--- config.mk ---
export PLATFORM = sky130hd
export DESIGN_NAME = wheel_speed_ratio_balancer_flat
export DESIGN_NICKNAME = d
export VERILOG_FILES = /design/src/hw/rtl/wsrb_pkg.sv /design/src/hw/rtl/wsrb_if.sv /design/src/hw/rtl/wheel_speed_ratio_balancer.sv /design/src/flat_wrapper.sv
export VERILOG_INCLUDE_DIRS = /design/src /design/src/hw/rtl
export SDC_FILE = /design/constraint.sdc
export NUM_CORES = 2
export LEC_CHECK = 0
export ABC_AREA = 1
export BUFFER_PORTS_ARGS = -buffer_cell sky130_fd_sc_hd__buf_2
export CORE_UTILIZATION = 46
export DETAILED_ROUTE_END_ITERATION = 8
export GPL_ROUTABILITY_DRIVEN = 1
export HOLD_SLACK_MARGIN = 0.02
export PLACE_DENSITY = 0.64
export RECOVER_POWER = 50
export SETUP_SLACK_MARGIN = 0.5
export SYNTH_ARGS = -nofsm -noshare
export SYNTH_HDL_FRONTEND = slang
export SYNTH_SLANG_ARGS = --single-unit
--- constraint.sdc ---
create_clock -name clk -period 10.55 [get_ports clk]
set_clock_uncertainty 0.15 [all_clocks]
set_input_delay 1.5825 -clock clk [delete_from_list [all_inputs] [get_ports clk]]
set_output_delay 1.5825 -clock clk [all_outputs]
set_load 0.05 [all_outputs]
--- src/hw/rtl/wheel_speed_ratio_balancer_macros.svh ---
// ----------------------------------------------------------------------------
// Wheel speed ratio balancer assertion macros
// Shared concurrent assertion forms, clocked on clk and held off during reset.
// ----------------------------------------------------------------------------
`ifndef WHEEL_SPEED_RATIO_BALANCER_MACROS_SVH
`define WHEEL_SPEED_RATIO_BALANCER_MACROS_SVH

// Consequent must hold in the same cycle as the antecedent.
`define WSRB_ASSERT_SAME(label, ante, cons, msg) \
  label: assert property (@(posedge clk) disable iff (!rst_n) (ante) |-> (cons)) \
    else $error(msg);

// Consequent must hold in the cycle after the antecedent.
`define WSRB_ASSERT_NEXT(label, ante, cons, msg) \
  label: assert property (@(posedge clk) disable iff (!rst_n) (ante) |=> (cons)) \
    else $error(msg);

`endif

--- src/hw/rtl/wsrb_pkg.sv ---
// ----------------------------------------------------------------------------
// Wheel speed ratio balancer package
// Widths, codes and the sequencer state type shared by the block's files.
// ----------------------------------------------------------------------------
package wsrb_pkg;

  localparam int COUNT_WIDTH = 16;
  localparam int TARGET_W    = 16;
  localparam int SPEED_W     = 8;
  localparam int FRAC_BITS   = 12;
  localparam int CMD_W       = 2;
  localparam int MODE_W      = 2;
  localparam int DATA_W      = 32;
  localparam int ADDR_W      = 3;

  // Product of target and right count, and the widest dividend.
  localparam int TR_W  = TARGET_W + COUNT_WIDTH;
  localparam int REM_W = TR_W + SPEED_W;
  // Tolerance compare: 1000 * t * R plus 4096 * R fits in this width.
  localparam int CMP_W = TR_W + 11;

  localparam int QUO_W  = 8;
  localparam int STEP_W = 4;

  // The 0.001 tolerance is applied as 1000 * (L / R) against 1000 * T.
  localparam int TOL_INV   = 1000;
  localparam int LHS_SCALE = TOL_INV * (1 << FRAC_BITS);
  localparam int QUO_LIMIT = 254;

  localparam logic [TARGET_W-1:0] TARGET_RESET = TARGET_W'(1 << FRAC_BITS);

  typedef logic [CMD_W-1:0]  cmd_t;
  typedef logic [MODE_W-1:0] mode_t;

  localparam cmd_t CMD_LEFT  = 2'd0;
  localparam cmd_t CMD_RIGHT = 2'd1;
  localparam cmd_t CMD_TICK  = 2'd2;

  localparam mode_t MODE_OFF    = 2'd0;
  localparam mode_t MODE_REMARK = 2'd1;

  localparam logic REG_TARGET = 1'b0;
  localparam logic REG_MODE   = 1'b1;

  typedef enum logic [2:0] {
    ST_IDLE,
    ST_MUL1,
    ST_MUL2,
    ST_CMP,
    ST_DIV,
    ST_DONE
  } state_t;

endpackage

--- src/hw/rtl/wsrb_if.sv ---
// ----------------------------------------------------------------------------
// Wheel speed ratio balancer channels
// Valid/ready channels for encoder events and corrected speed results.
// ----------------------------------------------------------------------------
interface wsrb_in_if;
  import wsrb_pkg::*;

  logic                 valid;
  logic                 ready;
  logic [CMD_W-1:0]     cmd;
  logic [SPEED_W-1:0]   left_speed;
  logic [SPEED_W-1:0]   right_speed;

  modport source (output valid, cmd, left_speed, right_speed, input ready);
  modport sink   (input valid, cmd, left_speed, right_speed, output ready);
endinterface

interface wsrb_out_if;
  import wsrb_pkg::*;

  logic                 valid;
  logic                 ready;
  logic [SPEED_W-1:0]   new_left_speed;
  logic [SPEED_W-1:0]   new_right_speed;

  modport source (output valid, new_left_speed, new_right_speed, input ready);
  modport sink   (input valid, new_left_speed, new_right_speed, output ready);
endinterface

--- src/hw/rtl/wheel_speed_ratio_balancer.sv ---
// Sequencing: a pulse, or a tick with the mode off, is handled in idle; a tick with a zero
// count or speed leaves from MUL1, and one inside the tolerance band from CMP. A correcting
// tick runs MUL1, MUL2, CMP, one or two divider passes and DONE (a first pass stops at its
// top step once its quotient hits 256). A new tick is taken only back in idle, so input
// also waits while the output register holds an untaken result.
// Reset: synchronous, active low; clears counts, marks and output valid, target 1.0, mode off.
// ----------------------------------------------------------------------------
// Wheel speed ratio balancer
// Compares left/right encoder pulse ratio with a target on each control tick
// and corrects one wheel speed command through a shared iterative divider.
// ----------------------------------------------------------------------------
`include "wheel_speed_ratio_balancer_macros.svh"

module wheel_speed_ratio_balancer (
  input  logic                         clk,
  input  logic                         rst_n,
  wsrb_in_if.sink                      in_chan,
  wsrb_out_if.source                   out_chan,
  input  logic                         psel,
  input  logic                         penable,
  input  logic                         pwrite,
  input  logic [wsrb_pkg::ADDR_W-1:0]  paddr,
  input  logic [wsrb_pkg::DATA_W-1:0]  pwdata,
  output logic [wsrb_pkg::DATA_W-1:0]  prdata,
  output logic                         pready
);
  import wsrb_pkg::*;

  localparam logic [STEP_W-1:0] STEP_TOP = STEP_W'(QUO_W);

  // Configuration registers.
  logic [TARGET_W-1:0]    target_r, target_nxt;
  mode_t                  mode_r, mode_nxt;

  // Pulse counters and window marks.
  logic [COUNT_WIDTH-1:0] left_count_r, left_count_nxt;
  logic [COUNT_WIDTH-1:0] right_count_r, right_count_nxt;
  logic [COUNT_WIDTH-1:0] left_mark_r, left_mark_nxt;
  logic [COUNT_WIDTH-1:0] right_mark_r, right_mark_nxt;

  // Sequencer.
  state_t                 state_r, state_nxt;

  // Operands captured from the tick transaction.
  logic [COUNT_WIDTH-1:0] l_r, l_nxt;
  logic [COUNT_WIDTH-1:0] r_r, r_nxt;
  logic [SPEED_W-1:0]     ls_r, ls_nxt;
  logic [SPEED_W-1:0]     rs_r, rs_nxt;
  logic [TARGET_W-1:0]    t_r, t_nxt;

  // Products.
  logic [TR_W-1:0]                trp_r, trp_nxt;
  logic [COUNT_WIDTH+SPEED_W-1:0] lrs_r, lrs_nxt;
  logic [REM_W-1:0]               num_a_r, num_a_nxt;
  logic [CMP_W-1:0]               lhs_r, lhs_nxt;
  logic [CMP_W-1:0]               tr_r, tr_nxt;

  // Shared restoring divider.
  logic [REM_W-1:0]       rem_r, rem_nxt;
  logic [TR_W-1:0]        den_r, den_nxt;
  logic [QUO_W-1:0]       q_r, q_nxt;
  logic [STEP_W-1:0]      step_r, step_nxt;
  logic                   div_a_r, div_a_nxt;
  logic                   final_r, final_nxt;

  // Result staging and the output register.
  logic [SPEED_W-1:0]     nl_r, nl_nxt;
  logic [SPEED_W-1:0]     nr_r, nr_nxt;
  logic                   out_valid_r, out_valid_nxt;
  logic [SPEED_W-1:0]     out_left_r, out_left_nxt;
  logic [SPEED_W-1:0]     out_right_r, out_right_nxt;

  // Combinational helpers.
  logic                   in_ready;
  logic                   in_acc;
  logic                   cfg_wr;
  logic [REM_W-1:0]       den_sh;
  logic                   ge;
  logic [REM_W-1:0]       rem_sub;
  logic [QUO_W-1:0]       q_cur;
  logic                   fin;
  logic [QUO_W-1:0]       fin_q;
  logic                   fin_over;
  logic [CMP_W-1:0]       tol;
  logic [REM_W-1:0]       num_b;
  logic [TR_W-1:0]        den_a;

  // The input side only opens between ticks; a pulse is counted as it is accepted.
  assign in_ready      = (state_r == ST_IDLE);
  assign in_chan.ready = in_ready;
  assign in_acc        = in_chan.valid && in_ready;

  assign out_chan.valid           = out_valid_r;
  assign out_chan.new_left_speed  = out_left_r;
  assign out_chan.new_right_speed = out_right_r;

  // APB-style register port, no wait states.
  assign pready = 1'b1;
  assign cfg_wr = psel && penable && pwrite;

  always_comb begin
    unique case (paddr[2])
      REG_TARGET: prdata = DATA_W'(target_r);
      REG_MODE:   prdata = DATA_W'(mode_r);
      default:    prdata = '0;
    endcase
  end

  // One divider step: try to take den << step from the remainder. The top
  // step only checks whether the quotient reaches 256, which saturates.
  assign den_sh  = REM_W'(den_r) << step_r;
  assign ge      = (rem_r >= den_sh);
  assign rem_sub = rem_r - den_sh;
  assign q_cur   = ge ? (q_r | (QUO_W'(1) << step_r[2:0])) : q_r;

  // Tolerance term 4096 * R, and the operands of the two quotients:
  // A = t*R*ls / (4096*L) and B = 4096*L*rs / (t*R).
  assign tol   = CMP_W'(r_r) << FRAC_BITS;
  assign num_b = REM_W'(lrs_r) << FRAC_BITS;
  assign den_a = TR_W'(l_r) << FRAC_BITS;

  always_comb begin
    target_nxt      = target_r;
    mode_nxt        = mode_r;
    left_count_nxt  = left_count_r;
    right_count_nxt = right_count_r;
    left_mark_nxt   = left_mark_r;
    right_mark_nxt  = right_mark_r;
    state_nxt       = state_r;
    l_nxt           = l_r;
    r_nxt           = r_r;
    ls_nxt          = ls_r;
    rs_nxt          = rs_r;
    t_nxt           = t_r;
    trp_nxt         = trp_r;
    lrs_nxt         = lrs_r;
    num_a_nxt       = num_a_r;
    lhs_nxt         = lhs_r;
    tr_nxt          = tr_r;
    rem_nxt         = rem_r;
    den_nxt         = den_r;
    q_nxt           = q_r;
    step_nxt        = step_r;
    div_a_nxt       = div_a_r;
    final_nxt       = final_r;
    nl_nxt          = nl_r;
    nr_nxt          = nr_r;
    out_valid_nxt   = out_valid_r;
    out_left_nxt    = out_left_r;
    out_right_nxt   = out_right_r;
    fin             = 1'b0;
    fin_q           = q_cur;
    fin_over        = 1'b0;

    if (cfg_wr) begin
      unique case (paddr[2])
        REG_TARGET: target_nxt = pwdata[TARGET_W-1:0];
        REG_MODE:   mode_nxt   = pwdata[MODE_W-1:0];
        default:    ;
      endcase
    end

    // The output slot empties when its transaction completes.
    if (out_valid_r && out_chan.ready) begin
      out_valid_nxt = 1'b0;
    end

    unique case (state_r)
      ST_IDLE: begin
        if (in_acc) begin
          unique case (in_chan.cmd)
            CMD_LEFT:  left_count_nxt  = left_count_r + 1'b1;
            CMD_RIGHT: right_count_nxt = right_count_r + 1'b1;
            CMD_TICK: begin
              if (mode_r != MODE_OFF) begin
                l_nxt  = left_count_r - left_mark_r;
                r_nxt  = right_count_r - right_mark_r;
                ls_nxt = in_chan.left_speed;
                rs_nxt = in_chan.right_speed;
                t_nxt  = target_r;
                if (mode_r == MODE_REMARK) begin
                  left_mark_nxt  = left_count_r;
                  right_mark_nxt = right_count_r;
                end
                state_nxt = ST_MUL1;
              end
            end
            default: ;
          endcase
        end
      end

      ST_MUL1: begin
        if (l_r == '0 || r_r == '0 || ls_r == '0 || rs_r == '0) begin
          state_nxt = ST_IDLE;
        end else begin
          trp_nxt   = TR_W'(t_r) * TR_W'(r_r);
          lrs_nxt   = (COUNT_WIDTH+SPEED_W)'(l_r) * (COUNT_WIDTH+SPEED_W)'(rs_r);
          lhs_nxt   = CMP_W'(l_r) * CMP_W'(LHS_SCALE);
          state_nxt = ST_MUL2;
        end
      end

      ST_MUL2: begin
        num_a_nxt = REM_W'(trp_r) * REM_W'(ls_r);
        tr_nxt    = CMP_W'(trp_r) * CMP_W'(TOL_INV);
        state_nxt = ST_CMP;
      end

      ST_CMP: begin
        step_nxt = STEP_TOP;
        q_nxt    = '0;
        if (lhs_r + tol < tr_r) begin
          // Left is slow: try raising the left speed first.
          rem_nxt   = num_a_r;
          den_nxt   = den_a;
          div_a_nxt = 1'b1;
          final_nxt = 1'b0;
          state_nxt = ST_DIV;
        end else if (lhs_r > tr_r + tol) begin
          state_nxt = ST_DIV;
          if (t_r == '0) begin
            // A zero target leaves no right quotient; go straight to the left.
            rem_nxt   = num_a_r;
            den_nxt   = den_a;
            div_a_nxt = 1'b1;
            final_nxt = 1'b1;
          end else begin
            rem_nxt   = num_b;
            den_nxt   = trp_r;
            div_a_nxt = 1'b0;
            final_nxt = 1'b0;
          end
        end else begin
          state_nxt = ST_IDLE;
        end
      end

      ST_DIV: begin
        if (step_r == STEP_TOP) begin
          if (ge) begin
            fin      = 1'b1;
            fin_q    = '1;
            fin_over = 1'b1;
          end else begin
            step_nxt = step_r - 1'b1;
          end
        end else begin
          rem_nxt = ge ? rem_sub : rem_r;
          q_nxt   = q_cur;
          if (step_r == '0) begin
            fin      = 1'b1;
            fin_q    = q_cur;
            fin_over = (q_cur > QUO_W'(QUO_LIMIT));
          end else begin
            step_nxt = step_r - 1'b1;
          end
        end

        if (fin) begin
          if (!final_r && fin_over) begin
            // First quotient too large: correct the other wheel instead.
            final_nxt = 1'b1;
            div_a_nxt = !div_a_r;
            step_nxt  = STEP_TOP;
            q_nxt     = '0;
            if (div_a_r) begin
              rem_nxt = num_b;
              den_nxt = trp_r;
            end else begin
              rem_nxt = num_a_r;
              den_nxt = den_a;
            end
          end else begin
            if (div_a_r) begin
              nl_nxt = fin_q;
              nr_nxt = rs_r;
            end else begin
              nl_nxt = ls_r;
              nr_nxt = fin_q;
            end
            state_nxt = ST_DONE;
          end
        end
      end

      ST_DONE: begin
        if (!out_valid_r || out_chan.ready) begin
          out_valid_nxt = 1'b1;
          out_left_nxt  = nl_r;
          out_right_nxt = nr_r;
          state_nxt     = ST_IDLE;
        end
      end

      default: state_nxt = ST_IDLE;
    endcase
  end

  // Control state.
  always_ff @(posedge clk) begin
    if (!rst_n) begin
      state_r       <= ST_IDLE;
      target_r      <= TARGET_RESET;
      mode_r        <= MODE_OFF;
      left_count_r  <= '0;
      right_count_r <= '0;
      left_mark_r   <= '0;
      right_mark_r  <= '0;
      out_valid_r   <= 1'b0;
    end else begin
      state_r       <= state_nxt;
      target_r      <= target_nxt;
      mode_r        <= mode_nxt;
      left_count_r  <= left_count_nxt;
      right_count_r <= right_count_nxt;
      left_mark_r   <= left_mark_nxt;
      right_mark_r  <= right_mark_nxt;
      out_valid_r   <= out_valid_nxt;
    end
  end

  // Datapath registers, qualified by the sequencer.
  always_ff @(posedge clk) begin
    l_r         <= l_nxt;
    r_r         <= r_nxt;
    ls_r        <= ls_nxt;
    rs_r        <= rs_nxt;
    t_r         <= t_nxt;
    trp_r       <= trp_nxt;
    lrs_r       <= lrs_nxt;
    num_a_r     <= num_a_nxt;
    lhs_r       <= lhs_nxt;
    tr_r        <= tr_nxt;
    rem_r       <= rem_nxt;
    den_r       <= den_nxt;
    q_r         <= q_nxt;
    step_r      <= step_nxt;
    div_a_r     <= div_a_nxt;
    final_r     <= final_nxt;
    nl_r        <= nl_nxt;
    nr_r        <= nr_nxt;
    out_left_r  <= out_left_nxt;
    out_right_r <= out_right_nxt;
  end

  // The divider step index never leaves its range while dividing.
  `WSRB_ASSERT_SAME(a_step_range, state_r == ST_DIV, step_r <= STEP_TOP, "divider step out of range")

  // A left pulse transaction advances the left counter by exactly one.
  `WSRB_ASSERT_NEXT(a_left_pulse, in_acc && in_chan.cmd == CMD_LEFT, left_count_r == $past(left_count_r) + 1'b1, "left count did not advance")

  // A result is only ever offered out of the result hand-off state.
  `WSRB_ASSERT_SAME(a_out_source, $rose(out_valid_r), $past(state_r == ST_DONE), "result offered outside hand-off")

endmodule
--- src/flat_wrapper.sv ---
// flat-port wrapper written by rule: the top's interface ports become plain ports
module wheel_speed_ratio_balancer_flat import wsrb_pkg::*;
  (clk, rst_n, psel, penable, pwrite, paddr, pwdata, prdata, pready, in_chan_valid, in_chan_cmd, in_chan_left_speed, in_chan_right_speed, in_chan_ready, out_chan_valid, out_chan_new_left_speed, out_chan_new_right_speed, out_chan_ready);
  wsrb_in_if in_chan_i ();
  wsrb_out_if out_chan_i ();
  input  logic clk;
  input  logic rst_n;
  input  logic psel;
  input  logic penable;
  input  logic pwrite;
  input  logic [wsrb_pkg::ADDR_W-1:0] paddr;
  input  logic [wsrb_pkg::DATA_W-1:0] pwdata;
  output logic [wsrb_pkg::DATA_W-1:0] prdata;
  output logic pready;
  input wire logic [$bits(in_chan_i.valid)-1:0] in_chan_valid;
  input wire logic [$bits(in_chan_i.cmd)-1:0] in_chan_cmd;
  input wire logic [$bits(in_chan_i.left_speed)-1:0] in_chan_left_speed;
  input wire logic [$bits(in_chan_i.right_speed)-1:0] in_chan_right_speed;
  output wire logic [$bits(in_chan_i.ready)-1:0] in_chan_ready;
  output wire logic [$bits(out_chan_i.valid)-1:0] out_chan_valid;
  output wire logic [$bits(out_chan_i.new_left_speed)-1:0] out_chan_new_left_speed;
  output wire logic [$bits(out_chan_i.new_right_speed)-1:0] out_chan_new_right_speed;
  input wire logic [$bits(out_chan_i.ready)-1:0] out_chan_ready;
  assign in_chan_i.valid = in_chan_valid;
  assign in_chan_i.cmd = in_chan_cmd;
  assign in_chan_i.left_speed = in_chan_left_speed;
  assign in_chan_i.right_speed = in_chan_right_speed;
  assign in_chan_ready = in_chan_i.ready;
  assign out_chan_valid = out_chan_i.valid;
  assign out_chan_new_left_speed = out_chan_i.new_left_speed;
  assign out_chan_new_right_speed = out_chan_i.new_right_speed;
  assign out_chan_i.ready = out_chan_ready;
  wheel_speed_ratio_balancer u_core (.clk(clk), .rst_n(rst_n), .in_chan(in_chan_i), .out_chan(out_chan_i), .psel(psel), .penable(penable), .pwrite(pwrite), .paddr(paddr), .pwdata(pwdata), .prdata(prdata), .pready(pready));
endmodule
* Yosys cells after proc, flatten, opt, wreduce, memory -nomap -nowiden *
Cells that the tools add are included.

storage, ports and cells
  output and inout port bits = 51
  RAM bits = 0
  word-level logic and storage cells = 164
  bits in read-only memories = 0
  flip-flop bits (word level) = 426
  memories kept = 0
  bits of input ports = 60
  latch bits = 0

cells by class
  magnitude comparators = 4
  div/mod/pow operators = 0
  eq/ne operators = 17
  mux-type cells = 62
  shift-type cells = 2
  $add $sub $neg = 8
  bitwise logic cells = 4
  multiply operators = 5
  reductions and logical operators = 34

operators by type and width
  operator                 number
  $mux W40                 8
  $mux W32                 6
  $pmux W32 S2             2
  $pmux W40 S2             1
  $mux W8                  8
  $logic_not A16 Y1        3
  $add A42 B28 Y43         1
  $gt A38 B43 Y1           1
  $lt A43 B42 Y1           1
  $ge A40 B40 Y1           1
  $mul A32 B8 Y40          1
  $shl A32 B4 Y40          1
  $sub A40 B40 Y40         1
  $add A38 B28 Y39         1
  $mul A32 B7 Y39 const B  1
  $add A16 B1 Y16 const B  2
  $mul A16 B16 Y32         1
  $sub A16 B16 Y16         2
  $mul A16 B8 Y24          1
  $mux W3                  8
  $mul A16 B7 Y23 const B  1
  $mux W4                  5
  $mux W1                  18
  $pmux W3 S6              1
  31 further kinds         60

* Logic depth before layout (Yosys ltp) *
  depth after elaboration = 11
  gate-level depth with buffers = 34
  depth with buffers taken out = 31

* Worst setup path after synthesis *
No wires, ideal clock.

  kind = input port to flip-flop
  start = input in_chan_cmd[0]
  end = register u_core.left_mark_r[10]
  arrival time = 10.041 ns
  data required time = 10.272 ns
  setup slack = 0.230 ns
  setup time = 0.128 ns
  stages = 5
  buffers on the path = 1
  path through = nor4_1 > nand3_1 > clkbuf_1 > o21ai_0 > a21oi_1

between the ends
  longest elaborated chain between the ends = 2

ends and longest elaborated chain
  element                      RTL line                           RTL
  start, declared              flat_wrapper.sv:16                 input wire logic [$bits(in_chan_i.cmd)-1:0] in_chan_cmd;
  $eq A2 B2 Y1                 wheel_speed_ratio_balancer.sv:171  unique case (in_chan.cmd)
  $reduce_and A5 Y1 (no line)  --
  end signal, assigned         wheel_speed_ratio_balancer.sv:317  left_mark_r <= left_mark_nxt;
  end, declared                wheel_speed_ratio_balancer.sv:38   logic [COUNT_WIDTH-1:0] left_mark_r, left_mark_nxt;

Every way passes these cells.
A chain may end at the register's enable or synchronous reset.

* Worst setup path after layout *
  start = register u_core.t_r[0]
  end = register u_core.trp_r[25] (data pin)

between the ends
  longest elaborated chain between the ends = 1

ends and longest elaborated chain
  element                 RTL line                           RTL
  start, declared         wheel_speed_ratio_balancer.sv:49   logic [TARGET_W-1:0] t_r, t_nxt;
  start signal, assigned  wheel_speed_ratio_balancer.sv:329  t_r <= t_nxt;
  $mul A16 B16 Y32        wheel_speed_ratio_balancer.sv:197  trp_nxt = TR_W'(t_r) * TR_W'(r_r);
  end signal, assigned    wheel_speed_ratio_balancer.sv:330  trp_r <= trp_nxt;
  end, declared           wheel_speed_ratio_balancer.sv:52   logic [TR_W-1:0] trp_r, trp_nxt;

Every way passes these cells.

==> summary.md <==
| Metric | Value |
|---|---|
| Post-layout util | `0.492` |
| Syn Inst Count | `around 6700` |
| Register area share after synthesis | `0.221` |
| Synth warnings | `0` |
| Worst setup EP type | `flip-flop` |
| # resized after CTS | `0` |
| Hold path endpoint | `u_core.out_chan.new_right_speed[7]` |
| Crit path cell chain | `clkbuf_1 > nand2_1 > fa_1 > inv_1 > fa_1 > ha_1 > inv_1 > fa_1 > fa_1 > inv_1 > fa_1 > ha_1 > nand2_1 > inv_1 > a21oi_1 > o21ai_1 > a21boi_0 > o21ai_1 > a21oi_1 > o21ai_0 > nand2_1 > inv_1 > o21bai_1 > nand2_1` |
| Failing checks | `max-capacitance violations, max-slew violations` |
| WL/cell | `approximately 17 µm` |
| H-tree depth | `2` |
| Hold Crit Class | `flip-flop to flip-flop` |
| RSZ-0062 raised after global routing | `false` |
| Dominant cells by area after synthesis | `fa_1, edfxtp_1, ha_1` |
| Met2 Wirelength | `65.5 mm` |
| First-pass GRT wire length | `228 mm` |
| Setup violations, final | `0` |
| Vias | `43000` |
| Clk root buf | `clkbuf_16` |
| Placer Congestion | `0.941` |
| Antenna violations before repair | `0` |
| Number of fill cells | `between 10000 and 15000` |
| Area leader, netlist | `fa_1` |
| Reg2reg path depth | `24` |
| Chip Height | `345 µm` |
| Ports | `111` |
| First-pass iteration count of the detailed router | `6` |
| CTS tree | `built` |
| Die width | `345 µm` |
| Worst Path Required | `around 11000 ps` |
| Vias in the first global route | `43300` |
| Synth Area per Inst | `8.09 µm²` |
| Final ANT Viol Nets | `0` |
| Total gr overflow | `0` |
| Outcome | `complete, but fails checks` |
| Hold path start | `u_core.nr_r[7]` |
| WL final | `142 mm` |
| Maximum fanout along the worst path | `17` |
| Crit share post-route | `0.640` |
| Reg2reg start | `u_core.t_r[0]` |
| Ys async rst share | `0` |
| CTS Buf Count | `between 40 and 50` |
| HPWL Detailed | `110 mm` |
| Post-synthesis cell type count | `70` |
| Initial DRC Count | `3142` |
| Total setup buffers inserted after CTS | `0` |
| Main synth FF type | `edfxtp_1` |
| Final Hold Fails | `0` |
| Layout area overhead | `5.90%` |
| Startpoint Class | `flip-flop` |
| Met1 WL | `about 63 mm` |
| Pin count of the biggest net entering global routing | `87` |
| Reg2reg setup slack | `about 3800 ps` |
| Max Clk Rate | `0.148 GHz` |
| DRC errors left | `0` |
| Max-Slew Margin vs Limit | `-2.01` |
| Mapped Area | `roughly 54000 µm²` |
| Drt via density | `between 5 and 6` |
| Buffers on Ports | `75` |
| FF+latch count, synth | `426` |
| Skew-Pair Late Insertion Delay | `620 ps` |
| Crit path DAT | `6960 ps` |
| Post-synth top area share | `0.235` |
| Final number of max-transition violations | `260` |
| CTS Hold Buffers Added | `0` |
| Footprint of the multi-input gates | `35700 µm²` |
| Worst reg2reg path endpoint | `u_core.trp_r[25]` |
| Setup TNS | `0 ps` |
| Worst Hold Depth | `0` |
| Storage cell area | `11900 µm²` |
| Max Used Layer | `met4` |
| Crit-path max cell delay | `960 ps` |
| Ratio of cells with drive above 1 in the final layout | `0.0358` |
| Min cycle time layout | `6760 ps` |
| Slowest cell on the critical path | `clkbuf_1` |
| Fin nets | `7825` |
| Starting density of the core | `0.464` |
| EDFF count, synth | `340` |
| Die Footprint | `119000 µm²` |
| Crit path kind | `flip-flop to flip-flop` |
| Most common cell in the synthesized netlist | `nand2_1` |
| Floorplan row count | `~130` |
| WL met3 | `8.08 mm` |
| Clock buffer depth | `3` |
| Sink Count | `426` |
| Commonest cells post-synth | `nand2_1, inv_1, fa_1, ha_1, o21ai_0` |
| Max-Cap Viols | `4` |
| Total GRT Usage | `0.243` |
| Least-Margin Pin Slew | `between 4000 and 5000 ps` |
| Placeable core area | `around 120000 µm²` |
| CTS clk-pin slew, worst paths | `60 ps` |
==> layer usage <==
metal,vias up,track usage
met5,-,0
met2,1231,0.402
li1,20700,-
met3,248,0.0290
met4,0,0.0875
met1,20700,0.328
==> worst max-delay path by stage <==
| stage | start | endpoint | cells after the start |
|---|---|---|---|
| finish | u_core.t_r[0] | u_core.trp_r[25] | 24 |
| global route | u_core.t_r[0] | u_core.trp_r[25] | 24 |
| CTS | u_core.r_r[4] | u_core.trp_r[25] | 22 |
| detailed placement | u_core.r_r[4] | u_core.trp_r[25] | 22 |
| global placement | u_core.r_r[4] | u_core.trp_r[24] | 19 |
| floorplan | in_chan_valid | u_core.left_mark_r[10] | 6 |
==> cells by family after synthesis <==
group	synth area share
other	0.000139
AND/OR/NAND/NOR	0.168
XOR/XNOR	0.0387
AO/OA/AOI/OAI	0.0980
flip-flops	0.221
buffers and inverters	0.119
adder cells (fa/ha/maj)	0.353
multiplexers	0.00167
==> metrics by stage <==
| step | setup WS [ps] | instance area, µm² | hold WS (ps) | std cells |
|---|---|---|---|---|
| floorplan | 3480 | 54100 | 250 | 6698 |
| global placement | 4020 | 55700 | 253 | 8093 |
| detailed placement | 3980 | 55700 | 255 | 8093 |
| CTS | 3970 | 57300 | 237 | 8179 |
| global route | 3420 | 57200 | 245 | 8179 |
| finish | 3790 | 57200 | 249 | 8180 |
==> worst max-delay path, delay by kind of cell, from the launching register on <==
kind	cells	cell delay (ps)
adder cells (fa/ha/maj)	7	2760
flip-flops	1	320
AO/OA/AOI/OAI	7	1620
buffers and inverters	6	1240
AND/OR/NAND/NOR	4	400
==> placed cells by master, fill, tap and decap left out, types with 8 or more instances in the layout <==
| master | count |
|---|---|
| clkbuf_1 | 43 |
| o21ai_0 | 384 |
| nor4_1 | 31 |
| nand2_2 | 21 |
| nor3_1 | 58 |
| nand4_1 | 42 |
| a31oi_1 | 43 |
| xor2_1 | 153 |
| o211ai_1 | 34 |
| fa_1 | 635 |
| a21boi_0 | 9 |
| a21oi_1 | 371 |
| mux2i_1 | 9 |
| clkinv_1 | 8 |
| nand3_1 | 173 |
| o21bai_1 | 18 |
| buf_4 | 62 |
| o21ai_1 | 20 |
| edfxtp_1 | 340 |
| xnor2_1 | 86 |
| a21o_1 | 22 |
| inv_1 | 1381 |
| ha_1 | 510 |
| nor2_2 | 8 |
| conb_1 | 17 |
| clkbuf_16 | 53 |
| o21a_1 | 19 |
| dfxtp_1 | 86 |
| nor2_1 | 288 |
| nand2_1 | 1573 |
| buf_2 | 42 |
| a211oi_1 | 8 |
| clkinv_2 | 10 |
==> registers in the layout, indices dropped and copies added (netlist names), 23 cells and up <==
register / flops
u_core.tr_r: 39
u_core.lhs_r: 23
u_core.rem_r: 40
u_core.lrs_r: 24
u_core.den_r: 32
u_core.num_a_r: 40
u_core.trp_r: 32
==> layout make-up <==
cell class,instances,share of cell area
clock buffers,57,0.0238
inverters,1392,0.0913
well taps,1524,0.0333
diodes,1,0.0000437
repair buffers,145,0.0145
multi-input cells,4606,0.624
flip-flops and latches,426,0.208
clock inverters,29,0.00433
Power is not shown: default switching activity piles up to over one toggle a cycle in this logic, so the estimate is an artifact.
